**config.mk**
```make
export PLATFORM = sky130hd
export DESIGN_NAME = idhi_ram
export DESIGN_NICKNAME = d
export VERILOG_FILES = /design/src/design/inode_double_hash_index_macros.svh /design/src/design/idhi_ram.sv
export SDC_FILE = /design/constraint.sdc
export NUM_CORES = 1
export LEC_CHECK = 0
export CORE_ASPECT_RATIO = 1.75
export CORE_UTILIZATION = 40
export CTS_CLUSTER_DIAMETER = 100
export DETAILED_ROUTE_END_ITERATION = 10
export DONT_BUFFER_PORTS = 1
export SLEW_MARGIN = 20
export SYNTH_ARGS = -nofsm -noshare
export SYNTH_HDL_FRONTEND = slang
export SYNTH_SLANG_ARGS = --single-unit
```
**constraint.sdc**
```tcl
create_clock -name clk -period 4.1 [get_ports clk]
set_clock_uncertainty 0.2 [all_clocks]
set_input_delay 0.615 -clock clk [delete_from_list [all_inputs] [get_ports clk]]
set_output_delay 0.615 -clock clk [all_outputs]
set_load 0.005 [all_outputs]
```
**src/design/inode_double_hash_index_macros.svh**
```systemverilog
// assertion macros shared by the inode hash index rtl
`ifndef INODE_DOUBLE_HASH_INDEX_MACROS_SVH
`define INODE_DOUBLE_HASH_INDEX_MACROS_SVH

// property must hold at every clk edge outside reset
`define IDHI_ASSERT(lbl, prop, msg) \
  lbl: assert property (@(posedge clk) disable iff (!rst_n) (prop)) else $error(msg);

// expression must never be true at a clk edge outside reset
`define IDHI_ASSERT_NEVER(lbl, expr, msg) \
  lbl: assert property (@(posedge clk) disable iff (!rst_n) !(expr)) else $error(msg);

`endif

```
**src/design/idhi_ram.sv**
```systemverilog
// generic single write port ram with registered read
`default_nettype none

module idhi_ram #(
  parameter int WIDTH = 8,
  parameter int DEPTH = 16
) (
  input  wire logic                     clk,
  input  wire logic                     we,
  input  wire logic [$clog2(DEPTH)-1:0] waddr,
  input  wire logic [WIDTH-1:0]         wdata,
  input  wire logic [$clog2(DEPTH)-1:0] raddr,
  output logic      [WIDTH-1:0]         rdata
);

  logic [WIDTH-1:0] mem [DEPTH];
  logic [WIDTH-1:0] rdata_r;

  always_ff @(posedge clk) begin
    if (we) begin
      mem[waddr] <= wdata;
    end
    rdata_r <= mem[raddr];
  end

  assign rdata = rdata_r;

endmodule

`default_nettype wire

```
### Yosys cells after proc, flatten, opt, wreduce, memory -nomap -nowiden

Memories as Yosys holds them, arrays and structs flattened. A register that Yosys moved wholly into a read port is not among the register bits.
Cells that the tools add are included.

| storage, ports and cells | value |
|---|---|
| RAM bits | 128 |
| flip-flop bits (word level) | 0 |
| memories | 1 |
| logic and storage cells | 3 |
| input bits | 18 |
| output and inout port bits | 8 |

Memories:

| memory | depth | width | read ports | clocked after Yosys merged registers in | wr ports | RTL line | source |
|---|---|---|---|---|---|---|---|
| mem | 16 | 8 | 1 | 1 | 1 | idhi_ram.sv:16 | `logic [WIDTH-1:0] mem [DEPTH];` |

| cells by class | value |
|---|---|
| muxes and demuxes | 2 |

Operators by type and width:

| operator | number |
|---|---|
| $mux W1 | 2 |

### Longest topological paths before layout

| logic depth | value |
|---|---|
| word-level depth | 2 |
| mapped depth | 5 |
| gate-level depth less buffers | 3 |

### Worst setup path after synthesis

Ideal clock, no wire load.

| timing path | value |
|---|---|
| path type | input-to-reg |
| start point | input port waddr[2] |
| end point | memory mem[0][0] (enable) |
| stages on the path | 2 |
| path slack | 1,792 ps |
| buffers on the path | 0 |
| arrival time | 1,725 ps |
| required time | 3,517 ps |
| library setup time | 383 ps |
| cells stage by stage | or3b_2 > nor3_1 |

RTL lines:

| item | RTL line | source |
|---|---|---|
| start: declaration | idhi_ram.sv:10 | `input wire logic [$clog2(DEPTH)-1:0] waddr,` |
| end: declaration | idhi_ram.sv:16 |  |

Straight into the memory's write port.

### Final worst setup path

| timing path | value |
|---|---|
| start point | input port waddr[2] |
| end point | memory mem[8][4] (enable) |

Straight into the memory's write port.

==> out/metrics.csv <==
stage,metric,value,unit
detailed_routing,WL/cell,23.8,um
logic_synthesis,Synth Warn #,0,
floorplan,num rows,54,
sta,Slew Limit Headroom,29.1,%
min_path,hold_sp,wdata[3],
min_path,HP Class,input pin to flop,
clock_tree,Inserted Clock Buffers,17,
global_route,global-route wire length before repair,15100,um
clock_tree,CTS root buf,clkbuf_16,
clock_tree,post-CTS setup buffers,0,
critical_path,Crit. End Element,flop,
run_status,run status,completed,
critical_path,crit-path max FO,8,
detailed_routing,Initial DRT Pass Iterations,5,
finish,Area Overhead vs Synth,14.6,%
clock_tree,CTS H-tree lvls,4,
clock_tree,clk_lat worst skew,0.41,ns
logic_synthesis,Synth cell types,19,
logic_synthesis,Mapped Area,5150,sq um
sta,"Slew Viols, Final",0,
sta,period utilization,46.5,%
finish,NumNets Final,258,
logic_synthesis,"FF+latch count, synth",136,
sta,unrepaired setup endpoints after global routing,no,
placed_design,DP HPWL,6490,um
finish,Post-Layout Cell Count,421,
clock_tree,CTS max path bufs,2,
logic_synthesis,syn nets,247,
power,Power per Cell Area,543,nW/um^2
logic_synthesis,post-synthesis area per instance,22.5,sq um
min_path,hold endpoint,mem[9][3],
floorplan,Die Y,152,um
floorplan,die area,13300,sq um
critical_path,"setup slack, reg-to-reg",2.44,ns
detailed_routing,post-route antenna net violation count,0,
critical_path,CP max-delay cell,nor3_1,
critical_path,r2r startpoint,mem[0][5],
floorplan,Core Region,12500,sq um
critical_path,crit path buf inv count,0,
min_path,worst hold path cell count,0,
global_route,global router's overall resource usage,16.8,%
detailed_routing,DR iter-0 viols,141,
critical_path,Worst R2R Path Depth,3,
critical_path,CP Data Required Time,3.92,ns
sta,Slew @ Worst Pin,1.05,ns
critical_path,CP cell instances,nand3b_1 -> nor3_1,
finish,# fillers,1039,
sta,Max Clk Rate,525,MHz
global_route,GR Overflow Total,0,
placed_design,port bufs,0,
global_route,vias in the first global route,2408,
floorplan,Initial Utilization,41.2,%
clock_tree,CTS-repair resized insts,0,
floorplan,I/O pin cnt,26,
power,total power,3.20,mW
detailed_routing,drc violations,0,
clock_tree,clk sink count,136,
detailed_routing,Vias per Instance,5.39,
critical_path,CP Launch Type,input pin,
finish,# diodes,0,
clock_tree,hold buffer count at cts,0,
sta,final count of hold timing violations,0,
critical_path,R2R Path End,rdata[5],
logic_synthesis,Mapped Cells,229,
critical_path,CP top delay family,simple AND/OR/NAND/NOR gates,
floorplan,die width,87.8,um
detailed_routing,via count,2269,
sta,fin crit period,1.90,ns
critical_path,class of the most critical setup path,input pin to flop,
finish,share of layout cells above drive strength 1,19.8,%
detailed_routing,WL final,10000,um
critical_path,instance count on the critical path,2,
placed_design,RePlAce Congestion,0.787,
clock_tree,clock slew at reported path FFs,0.06,ns
job,max capacitance violation total,0,
sta,Fin Setup TNS,0,ns
global_route,largest net degree at the start of global routing,33,
sta,final setup vio count,0,
global_route,initial antenna violation count,0,
critical_path,Critical Path AT,1.73,ns
placed_design,post-placement cell count,389,
power,Worst VDD drop,0.330,mV
logic_synthesis,part of the Yosys area used for sequential elements,77.8,%
power,Lkg Pwr,1.89,nW
critical_path,"slowest stage delay, CP",0.86,ns
clock_tree,TritonCTS clock tree,built,
==> sequential cells by signal, summed over array words and instances, names as in the netlist <==
signal  cells
rdata       8
mem       128
==> worst max-delay path by stage <==
stage                endpoint  slack [ns]  startpoint
floorplan           mem[0][0]        1.79    waddr[2]
global placement    mem[8][2]        1.83    waddr[2]
detailed placement  mem[8][3]        1.79    waddr[2]
CTS                 mem[8][4]        2.23    waddr[2]
global route        mem[8][4]        2.16    waddr[2]
finish              mem[8][4]        2.20    waddr[2]
==> kinds of logic (layout without fill, tap and decap cells) <==
| family | Yosys count | in the layout | share of synthesized area, % |
|---|---|---|---|
| AOI/OAI and AO/OA | 16 | 16 | 2.33 |
| buffers and inverters | 10 | 34 | 1.68 |
| DFF | 136 | 136 | 77.8 |
| muxes | 32 | 32 | 15.0 |
| and+or+nand+nor | 35 | 35 | 3.18 |
==> metal layers <==
metal	GRT usage (%)	routed length, um
met1	19.3	3750
met2	28.1	5580
met3	5.32	507
met4	7.65	199
met5	0	0
==> where the power goes <==
part           switching, mW  leakage, nW  internal, mW
clock                  0.546        0.285          1.01
sequential           0.00998         1.22          1.56
combinational         0.0394        0.381        0.0446
total                  0.595         1.89          2.61
==> cell type report <==
type	count	area, sq um	share of cell area, %
clock inverters	15	184	3.12
repair buffers	2	15.0	0.254
well taps	168	210	3.56
clock buffers	17	425	7.21
flip-flops and latches	136	4000	67.9
multi-input cells	83	1060	18.0
==> layout by cell type (no fill, tap or decap), types with 2 or more instances in the layout <==
| master | netlist | layout |
|---|---|---|
| nor3_1 | 4 | 3 |
| clkinv_2 | 0 | 2 |
| edfxtp_1 | 128 | 128 |
| clkinv_1 | 0 | 4 |
| clkinvlp_4 | 0 | 4 |
| mux4_2 | 18 | 18 |
| bufinv_16 | 0 | 4 |
| nand2b_1 | 2 | 2 |
| nor2_1 | 13 | 13 |
| mux4_1 | 14 | 14 |
| buf_4 | 1 | 2 |
| a22oi_1 | 16 | 16 |
| nand3b_1 | 2 | 2 |
| clkbuf_16 | 0 | 17 |
| nand2_1 | 9 | 9 |
| dfxtp_1 | 8 | 8 |
==> stage by stage <==
stage	util [%]	area (sq um)	setup WS, ns	hold WS (ns)
after floorplan	-	5150	1.79	0.429
after global placement	42.3	5290	1.83	0.476
after detailed placement	42.3	5290	1.79	0.472
after CTS	47.2	5900	2.23	0.0830
after global routing	47.2	5900	2.16	0.0779
final	47.2	5900	2.20	0.0979
==> cell usage after synthesis (all sizes together) <==
| library cell | n | area (sq um) |
|---|---|---|
| mux4 | 32 | 773 |
| nand3b | 2 | 15.0 |
| nor3 | 4 | 20.0 |
| and2b | 1 | 7.51 |
| nor2 | 13 | 48.8 |
| nor2b | 1 | 6.26 |
| a22oi | 16 | 120 |
| or3b | 1 | 8.76 |
| nand2b | 2 | 12.5 |
| and2 | 1 | 6.26 |
| dfxtp | 8 | 160 |
| buf | 7 | 56.3 |
| clkdlybuf4s25 | 3 | 30.0 |
| nand2 | 9 | 33.8 |
| nand3 | 1 | 5.00 |
| edfxtp | 128 | 3840 |
Power figures use the tool's default switching activity.
